[src/hdl/deq_pkg.sv]
package deq_pkg;

    localparam int DEPTH_DEFAULT = 16;
    localparam int VALUE_W       = 32;
    localparam int CMD_W         = 3;

    localparam logic [CMD_W-1:0] CMD_PUSH_REAR  = 3'd0;
    localparam logic [CMD_W-1:0] CMD_PUSH_FRONT = 3'd1;
    localparam logic [CMD_W-1:0] CMD_POP_REAR   = 3'd2;
    localparam logic [CMD_W-1:0] CMD_POP_FRONT  = 3'd3;
    localparam logic [CMD_W-1:0] CMD_CLEAR      = 3'd4;
    localparam logic [CMD_W-1:0] CMD_QUERY      = 3'd5;

    localparam logic [VALUE_W-1:0] INT_MIN = 32'h8000_0000;

    typedef struct packed {
        logic capture;
        logic exec;
        logic read;
        logic load;
    } deq_ctl_t;

endpackage

[src/hdl/deq_ctrl.sv]
module deq_ctrl
    import deq_pkg::*;
(
    input  logic     clk,
    input  logic     rst_n,
    input  logic     in_valid,
    output logic     in_ready,
    output logic     out_valid,
    input  logic     out_ready,
    output deq_ctl_t ctl
);

    localparam logic [1:0] S_IDLE = 2'd0;
    localparam logic [1:0] S_EXEC = 2'd1;
    localparam logic [1:0] S_READ = 2'd2;
    localparam logic [1:0] S_LOAD = 2'd3;

    logic [1:0] state_reg;
    logic [1:0] state_next;
    logic       out_valid_reg;
    logic       out_valid_next;
    logic       load_ok;

    assign in_ready  = (state_reg == S_IDLE);
    assign out_valid = out_valid_reg;
    assign load_ok   = !out_valid_reg || out_ready;

    always_comb
    begin
        state_next  = state_reg;
        ctl         = '0;
        case (state_reg)
            S_IDLE:
            begin
                if (in_valid)
                begin
                    ctl.capture = 1'b1;
                    state_next  = S_EXEC;
                end
            end
            S_EXEC:
            begin
                ctl.exec   = 1'b1;
                state_next = S_READ;
            end
            S_READ:
            begin
                ctl.read   = 1'b1;
                state_next = S_LOAD;
            end
            S_LOAD:
            begin
                if (load_ok)
                begin
                    ctl.load   = 1'b1;
                    state_next = S_IDLE;
                end
            end
            default:
            begin
                state_next = S_IDLE;
            end
        endcase
    end

    always_comb
    begin
        out_valid_next = out_valid_reg;
        if (ctl.load)
        begin
            out_valid_next = 1'b1;
        end
        else if (out_ready)
        begin
            out_valid_next = 1'b0;
        end
    end

    always_ff @(posedge clk or negedge rst_n)
    begin
        if (!rst_n)
        begin
            state_reg     <= S_IDLE;
            out_valid_reg <= 1'b0;
        end
        else
        begin
            state_reg     <= state_next;
            out_valid_reg <= out_valid_next;
        end
    end

endmodule

[src/hdl/deq_datapath.sv]
module deq_datapath
    import deq_pkg::*;
#(
    parameter int DEPTH = DEPTH_DEFAULT,
    parameter int CNT_W = $clog2(DEPTH + 1)
)
(
    input  logic               clk,
    input  logic               rst_n,
    input  deq_ctl_t           ctl,
    input  logic [CMD_W-1:0]   in_command,
    input  logic [VALUE_W-1:0] in_value,
    output logic [VALUE_W-1:0] front_value,
    output logic [VALUE_W-1:0] rear_value,
    output logic [CNT_W-1:0]   count,
    output logic               is_empty,
    output logic               dropped
);

    localparam int ADDR_W = $clog2(DEPTH);
    localparam int SUM_W  = CNT_W + 1;
    localparam logic [SUM_W-1:0]  DEPTH_S = SUM_W'(DEPTH);
    localparam logic [CNT_W-1:0]  DEPTH_C = CNT_W'(DEPTH);
    localparam logic [ADDR_W-1:0] LAST_A  = ADDR_W'(DEPTH - 1);

    logic [VALUE_W-1:0] mem [DEPTH];

    logic [CMD_W-1:0]   cmd_reg;
    logic [VALUE_W-1:0] value_reg;
    logic [ADDR_W-1:0]  head_reg;
    logic [ADDR_W-1:0]  head_next;
    logic [CNT_W-1:0]   fill_reg;
    logic [CNT_W-1:0]   fill_next;
    logic               drop_reg;
    logic               drop_next;
    logic               wr_en;
    logic [ADDR_W-1:0]  wr_addr;
    logic [VALUE_W-1:0] front_rd_reg;
    logic [VALUE_W-1:0] rear_rd_reg;
    logic [VALUE_W-1:0] front_out_reg;
    logic [VALUE_W-1:0] rear_out_reg;
    logic [CNT_W-1:0]   count_out_reg;
    logic               empty_out_reg;
    logic               drop_out_reg;

    logic               full;
    logic [SUM_W-1:0]   head_ext;
    logic [SUM_W-1:0]   fill_ext;
    logic [ADDR_W-1:0]  tail_addr;
    logic [ADDR_W-1:0]  rear_addr;
    logic [ADDR_W-1:0]  head_dec;
    logic [ADDR_W-1:0]  head_inc;

    function automatic logic [ADDR_W-1:0] wrap_sum(input logic [SUM_W-1:0] s);
        logic [SUM_W-1:0] r;
        if (s >= DEPTH_S)
        begin
            r = s - DEPTH_S;
        end
        else
        begin
            r = s;
        end
        return r[ADDR_W-1:0];
    endfunction

    assign full      = (fill_reg == DEPTH_C);
    assign head_ext  = SUM_W'(head_reg);
    assign fill_ext  = SUM_W'(fill_reg);
    assign tail_addr = wrap_sum(head_ext + fill_ext);
    assign rear_addr = wrap_sum(head_ext + fill_ext - SUM_W'(1));
    assign head_dec  = (head_reg == '0) ? LAST_A : head_reg - ADDR_W'(1);
    assign head_inc  = (head_reg == LAST_A) ? '0 : head_reg + ADDR_W'(1);

    always_comb
    begin
        head_next = head_reg;
        fill_next = fill_reg;
        drop_next = 1'b0;
        wr_en     = 1'b0;
        wr_addr   = tail_addr;
        case (cmd_reg)
            CMD_PUSH_REAR:
            begin
                if (full)
                begin
                    drop_next = 1'b1;
                end
                else
                begin
                    wr_en     = 1'b1;
                    fill_next = fill_reg + CNT_W'(1);
                end
            end
            CMD_PUSH_FRONT:
            begin
                if (full)
                begin
                    drop_next = 1'b1;
                end
                else
                begin
                    wr_en     = 1'b1;
                    wr_addr   = head_dec;
                    head_next = head_dec;
                    fill_next = fill_reg + CNT_W'(1);
                end
            end
            CMD_POP_REAR:
            begin
                if (fill_reg != '0)
                begin
                    fill_next = fill_reg - CNT_W'(1);
                end
            end
            CMD_POP_FRONT:
            begin
                if (fill_reg != '0)
                begin
                    head_next = head_inc;
                    fill_next = fill_reg - CNT_W'(1);
                end
            end
            CMD_CLEAR:
            begin
                head_next = '0;
                fill_next = '0;
            end
            CMD_QUERY:
            begin
                head_next = head_reg;
            end
            default:
            begin
                head_next = head_reg;
            end
        endcase
    end

    always_ff @(posedge clk or negedge rst_n)
    begin
        if (!rst_n)
        begin
            head_reg <= '0;
            fill_reg <= '0;
        end
        else if (ctl.exec)
        begin
            head_reg <= head_next;
            fill_reg <= fill_next;
        end
    end

    always_ff @(posedge clk)
    begin
        if (ctl.capture)
        begin
            cmd_reg   <= in_command;
            value_reg <= in_value;
        end
        if (ctl.exec)
        begin
            drop_reg <= drop_next;
        end
    end

    // one write port, two registered read ports
    always_ff @(posedge clk)
    begin
        if (ctl.exec && wr_en)
        begin
            mem[wr_addr] <= value_reg;
        end
        if (ctl.read)
        begin
            front_rd_reg <= mem[head_reg];
            rear_rd_reg  <= mem[rear_addr];
        end
    end

    always_ff @(posedge clk)
    begin
        if (ctl.load)
        begin
            front_out_reg <= (fill_reg == '0) ? INT_MIN : front_rd_reg;
            rear_out_reg  <= (fill_reg == '0) ? INT_MIN : rear_rd_reg;
            count_out_reg <= fill_reg;
            empty_out_reg <= (fill_reg == '0);
            drop_out_reg  <= drop_reg;
        end
    end

    assign front_value = front_out_reg;
    assign rear_value  = rear_out_reg;
    assign count       = count_out_reg;
    assign is_empty    = empty_out_reg;
    assign dropped     = drop_out_reg;

endmodule

[src/hdl/double_ended_queue_top.sv]
// bounded double-ended queue of signed 32-bit values in a circular buffer
// slave channel: one command per transaction, tuser = command, tdata = value
// commands: push rear, push front, pop rear, pop front, clear, query
// (unused codes behave as query)
// master channel: one result transaction per command, giving front and rear
// values after the operation, the count, an empty flag and a dropped flag
// an empty queue reports the most negative value for front and rear
// a push on a full queue is dropped and flagged, a pop on an empty one ignored
// the result is valid once the command has passed the controller sequence
// and a new command is taken only after the previous one is loaded; the sequence:
// capture, update and write, registered slot read, result load
// the output register holds a result while the next command is taken
// if the receiver stalls, the load step waits until the output register frees
// reset empties the queue (head and count to zero) and drops any pending result
// slot contents are not cleared and never reach the output before being written
module double_ended_queue_top
    import deq_pkg::*;
#(
    parameter int DEPTH   = DEPTH_DEFAULT,
    parameter int CNT_W   = $clog2(DEPTH + 1),
    parameter int TDATA_W = ((2 * VALUE_W + CNT_W + 7) / 8) * 8
)
(
    input  logic               clk,
    input  logic               rst_n,
    input  logic               s_tvalid,
    output logic               s_tready,
    input  logic [VALUE_W-1:0] s_tdata,   // value
    input  logic [CMD_W-1:0]   s_tuser,   // command
    output logic               m_tvalid,
    input  logic               m_tready,
    output logic [TDATA_W-1:0] m_tdata,   // front_value, rear_value, count
    output logic [1:0]         m_tuser    // is_empty, dropped
);

    deq_ctl_t           ctl;
    logic [VALUE_W-1:0] front_value;
    logic [VALUE_W-1:0] rear_value;
    logic [CNT_W-1:0]   count;
    logic               is_empty;
    logic               dropped;

    deq_ctrl u_ctrl
    (
        .clk       (clk),
        .rst_n     (rst_n),
        .in_valid  (s_tvalid),
        .in_ready  (s_tready),
        .out_valid (m_tvalid),
        .out_ready (m_tready),
        .ctl       (ctl)
    );

    deq_datapath #(
        .DEPTH (DEPTH),
        .CNT_W (CNT_W)
    ) u_datapath
    (
        .clk         (clk),
        .rst_n       (rst_n),
        .ctl         (ctl),
        .in_command  (s_tuser),
        .in_value    (s_tdata),
        .front_value (front_value),
        .rear_value  (rear_value),
        .count       (count),
        .is_empty    (is_empty),
        .dropped     (dropped)
    );

    assign m_tdata = TDATA_W'({count, rear_value, front_value});
    assign m_tuser = {dropped, is_empty};

    a_one_at_a_time: assert property (@(posedge clk) disable iff (!rst_n)
        s_tvalid && s_tready |=> !s_tready)
        else $error("command taken while another is in progress");

    a_empty_flag: assert property (@(posedge clk) disable iff (!rst_n)
        m_tvalid |-> (is_empty == (count == '0)))
        else $error("empty flag disagrees with count");

    a_empty_values: assert property (@(posedge clk) disable iff (!rst_n)
        m_tvalid && is_empty |-> (front_value == INT_MIN) && (rear_value == INT_MIN))
        else $error("empty result without most negative front and rear");

    a_drop_full: assert property (@(posedge clk) disable iff (!rst_n)
        m_tvalid && dropped |-> (count == CNT_W'(DEPTH)))
        else $error("push dropped while queue not full");

    a_count_bound: assert property (@(posedge clk) disable iff (!rst_n)
        m_tvalid |-> (count <= CNT_W'(DEPTH)))
        else $error("count exceeds depth");

endmodule

[config.mk]
export PLATFORM = sky130hd
export DESIGN_NAME = double_ended_queue_top
export DESIGN_NICKNAME = d
export VERILOG_FILES = /design/src/hdl/deq_pkg.sv /design/src/hdl/deq_ctrl.sv /design/src/hdl/deq_datapath.sv /design/src/hdl/double_ended_queue_top.sv
export SDC_FILE = /design/constraint.sdc
export NUM_CORES = 1
export LEC_CHECK = 0
export ABC_AREA = 0
export BUFFER_PORTS_ARGS = -buffer_cell sky130_fd_sc_hd__buf_4
export CORE_UTILIZATION = 60
export CTS_BUF_LIST = sky130_fd_sc_hd__clkbuf_4
export CTS_CLUSTER_DIAMETER = 30
export CTS_CLUSTER_SIZE = 24
export DETAILED_ROUTE_END_ITERATION = 6
export GPL_TIMING_DRIVEN = 0
export PLACE_DENSITY = 0.87
export SETUP_SLACK_MARGIN = 0.1
export SYNTH_ARGS = -nofsm -noshare
export SYNTH_HDL_FRONTEND = slang
export SYNTH_SLANG_ARGS = --single-unit
[constraint.sdc]
create_clock -name clk -period 8.8 [get_ports clk]
set_input_delay 1.32 -clock clk [delete_from_list [all_inputs] [get_ports clk]]
set_output_delay 1.32 -clock clk [all_outputs]
set_load 0.01 [all_outputs]
==> impl_summary.txt <==
----------------------------------------------------
[Logic synthesis]
  Number of instances in the synthesized netlist ... between 1k and 1.5k
  Netlist area before placement ... around 30000 sq um
  Flops & latches, synth ... between 600 and 700
  Sequential fraction of the synthesis area ... 0.692
  Leading register cell type out of synthesis ... sky130_fd_sc_hd__edfxtp_1
  Number of distinct library cells after synthesis ... 45
  Number of synthesized flops with an enable pin ... 683
  Share of synthesized flip-flops with an asynchronous set or reset ... 0.0173
  Cell taking the most area after synthesis ... sky130_fd_sc_hd__edfxtp_1
  Leading post-synthesis cells by cell area ... sky130_fd_sc_hd__edfxtp_1 68%, sky130_fd_sc_hd__mux4_2 22%, sky130_fd_sc_hd__mux2i_1 3.3%
  Per-instance average area after synthesis ... about 22 sq um
  Yosys warnings ... 0
  Yosys top cell area share ... 0.682

[Layout]
  Fraction of final layout cells with drive strength greater than 1 ... 0.427
  Number of flip-flops in the largest register ... 512
  Nets ... around 1.7k
  Filler cells ... about 2.8k
  Register containing the most flip-flops in the final layout ... u_datapath.mem
  Post-route insts no fill ... ~2.5k
  Area growth from synthesis to final layout ... 15.7%

[Global routing]
  All-layer global routing usage ... 0.315
  Antenna violations before repair ... 1
  Number of global-route vias before repair ... around 18k
  GR Overflow Total ... 0
  Pin count of the biggest net entering global routing ... 54
  First-pass GRT wire length ... around 110 mm

[Timing]
  Count of final max-slew check failures ... 0
  Worst path setup slack after routing ... 3.74 ns
  Final setup vio count ... 0
  Fraction of the cycle the final worst path needs ... 0.575
  Final hold viol count ... 0
  Setup repair after global routing missed its margin ... false
  Highest clock rate ... slightly below 200 MHz
  Measured slew at the worst slew-check pin ... ~1.3 ns
  Slew Limit Headroom ... 0.147
  Setup tns final ... 0 ns
  Post-Route Skew ... roughly 0.074 ns
  Min Tclk post-route ... 5.06 ns
  Smallest hold slack ... just over 0.2 ns

[Clock tree]
  Root Buffer ... sky130_fd_sc_hd__clkbuf_4
  Source-to-sink clock delay at the later pin of the worst-skew pair ... 1.00 ns
  Quantity of gates resized following cts ... 0
  TritonCTS clock tree ... done
  Number of buffers between clock root and the deepest sink ... 3
  Number of sinks handled by clock tree synthesis ... 695
  Number of hold buffers added after CTS ... 0
  Buffers inserted by post-CTS timing repair ... 0
  Clock-pin slew on the worst setup and hold paths ... ~0.09 ns
  Deepest level of the CTS H-tree ... 4
  Inserted Clock Buffers ... between 100 and 150

[Critical path]
  Kind of critical path ... flip-flop to flip-flop
  Data required time at the worst endpoint ... approximately 9.5 ns
  CP startpoint kind ... flip-flop
  Worst-path maximum fanout ... 10
  CP arrival ... roughly 5.8 ns
  Setup slack of the worst register-to-register path ... around 3.7 ns
  Sort of element at the end of the critical path ... flip-flop

[Route]
  Number of detailed-route iterations in the first pass ... 5
  Antenna Nets Post-Route ... 0
  Drt total wl ... between 70 and 80 mm
  Number of vias per cell ... between 6 and 7
  Routed length per placed instance ... ~31 microns
  First DRT Iteration DRCs ... between 2k and 2.5k
  Number of vias in the routed layout ... 16.9k
  DRC ... 0

[Place]
  Routability Congestion ... between 0.7 and 0.8
  Placement-stage worst setup slack ... around 3.9 ns
  Placed instance count ... 2220
  Port buffer count ... around 110
  Detailed-placement wirelength estimate ... about 50 mm

[Worst hold path]
  Classification of the worst-slack hold path ... input port to async pin

[Floorplanning]
  # rows ... between 80 and 90
  Effective utilization at floorplan ... 0.611
  Die extent in y ... between 200 and 250 microns
  I/O pin count ... 115
  Die Width ... 226 microns
  Core Region ... 49200 sq um
  Total die area ... between 50000 and 60000 sq um

[Run]
  Max_cap viols ... 0

[Run status]
  Status ... completed

----------------------------------------------------
-- cell type report --
class,instances,area [sq um],area share
tap,664,831,0.0239
buffer,91,425,0.0122
clock buffer,147,1100,0.0317
sequential,695,20800,0.599
inverter,11,41.3,0.00119
clock inverter,87,1060,0.0305
multi-input combinational,583,8880,0.255
timing repair buffer,176,1610,0.0462
antenna,1,2.50,0.0000720
-- kinds of logic after synthesis --
group,after synthesis,synth area share
and+or+nand+nor,125,0.0241
buffers and inverters,102,0.0155
adders and majority gates,15,0.00674
muxes,388,0.249
other,1,0.000125
xor gates and xnor gates,10,0.00316
AOI/OAI and AO/OA,42,0.00908
DFF,695,0.692
-- path summary, 6_finish.rpt --
| kind | from | cells after the start | endpoint |
|---|---|---|---|
| worst min-delay path | rst_n | 1 | u_ctrl.out_valid |
| worst max-delay path | u_datapath.fill_reg[0] | 11 | u_datapath.rear_rd_reg[15] |
| max in group asynchronous | rst_n | 1 | u_datapath.fill_reg[0] |
| min in group clk | u_datapath.drop_reg | 0 | u_datapath.dropped |
| worst max register to register | u_datapath.fill_reg[0] | 11 | u_datapath.rear_rd_reg[15] |
| worst min register to register | u_datapath.drop_reg | 0 | u_datapath.dropped |
-- cells in the final DEF (no fill, tap or decap), types with 4 or more instances in the layout --
master,n
sky130_fd_sc_hd__a21oi_1,13
sky130_fd_sc_hd__buf_1,7
sky130_fd_sc_hd__buf_2,40
sky130_fd_sc_hd__buf_4,122
sky130_fd_sc_hd__buf_6,58
sky130_fd_sc_hd__bufinv_16,21
sky130_fd_sc_hd__clkbuf_1,35
sky130_fd_sc_hd__clkbuf_4,147
sky130_fd_sc_hd__clkinv_1,12
sky130_fd_sc_hd__clkinv_2,16
sky130_fd_sc_hd__clkinv_4,6
sky130_fd_sc_hd__clkinvlp_4,14
sky130_fd_sc_hd__dfrtp_1,12
sky130_fd_sc_hd__edfxtp_1,683
sky130_fd_sc_hd__ha_1,12
sky130_fd_sc_hd__inv_1,10
sky130_fd_sc_hd__inv_2,5
sky130_fd_sc_hd__inv_6,10
sky130_fd_sc_hd__inv_8,4
sky130_fd_sc_hd__mux2i_1,99
sky130_fd_sc_hd__mux4_2,287
sky130_fd_sc_hd__nand2_1,18
sky130_fd_sc_hd__nor2_1,6
sky130_fd_sc_hd__nor2b_1,63
sky130_fd_sc_hd__nor3_2,16
sky130_fd_sc_hd__o21ai_0,11
sky130_fd_sc_hd__xor2_1,7
-- per-layer routing --
metal  track usage  vias to the layer above  routed length [microns]
met5             0                        -                        0
met4         0.162                        0                     3460
met3        0.0938                      280                     9100
met2         0.504                     1456                    38100
met1         0.392                     8542                    25700
li1              -                     6575                        -
-- synth_stat cells (2+ instances only) --
cell and number:
sky130_fd_sc_hd__xnor2_1 2, sky130_fd_sc_hd__o21ai_1 2, sky130_fd_sc_hd__buf_2 40, sky130_fd_sc_hd__nand2b_1 3, sky130_fd_sc_hd__buf_4 9, sky130_fd_sc_hd__or2_1 2
sky130_fd_sc_hd__dfrtp_1 12, sky130_fd_sc_hd__mux2_2 2, sky130_fd_sc_hd__clkbuf_1 35, sky130_fd_sc_hd__xor2_1 7, sky130_fd_sc_hd__and2_1 5, sky130_fd_sc_hd__nand2_1 18
sky130_fd_sc_hd__edfxtp_1 683, sky130_fd_sc_hd__fa_1 2, sky130_fd_sc_hd__ha_1 13, sky130_fd_sc_hd__o31ai_1 2, sky130_fd_sc_hd__inv_1 10, sky130_fd_sc_hd__nor3_1 18
sky130_fd_sc_hd__buf_1 7, sky130_fd_sc_hd__or2_2 2, sky130_fd_sc_hd__o21ai_0 11, sky130_fd_sc_hd__nor2b_1 63, sky130_fd_sc_hd__a211oi_1 3, sky130_fd_sc_hd__mux4_2 287
sky130_fd_sc_hd__or3b_2 3, sky130_fd_sc_hd__a21o_1 3, sky130_fd_sc_hd__mux2i_1 99, sky130_fd_sc_hd__a21oi_1 13, sky130_fd_sc_hd__nor2_1 6
-- through the flow --
stage | cell area [sq um] | util
after floorplan | 30100 | -
final | 34800 | 0.707
after CTS | 34800 | 0.707
after global routing | 34800 | 0.707
after global placement | 31700 | 0.645
after detailed placement | 32600 | 0.663
-- critical path: stages (launching register included) --
cell                       delay, ns
sky130_fd_sc_hd__dfrtp_1        0.49
sky130_fd_sc_hd__ha_1           0.34
sky130_fd_sc_hd__clkbuf_1       0.36
sky130_fd_sc_hd__buf_2          0.36
sky130_fd_sc_hd__buf_2          0.48
sky130_fd_sc_hd__inv_1          0.10
sky130_fd_sc_hd__ha_1           0.31
sky130_fd_sc_hd__clkbuf_1       0.75
sky130_fd_sc_hd__clkbuf_1       0.84
sky130_fd_sc_hd__mux4_2         0.44
sky130_fd_sc_hd__mux2i_1        0.18
sky130_fd_sc_hd__mux2i_1        0.17
Power is not shown: default switching activity piles up to over one toggle a cycle in this logic, so the estimate is an artifact.
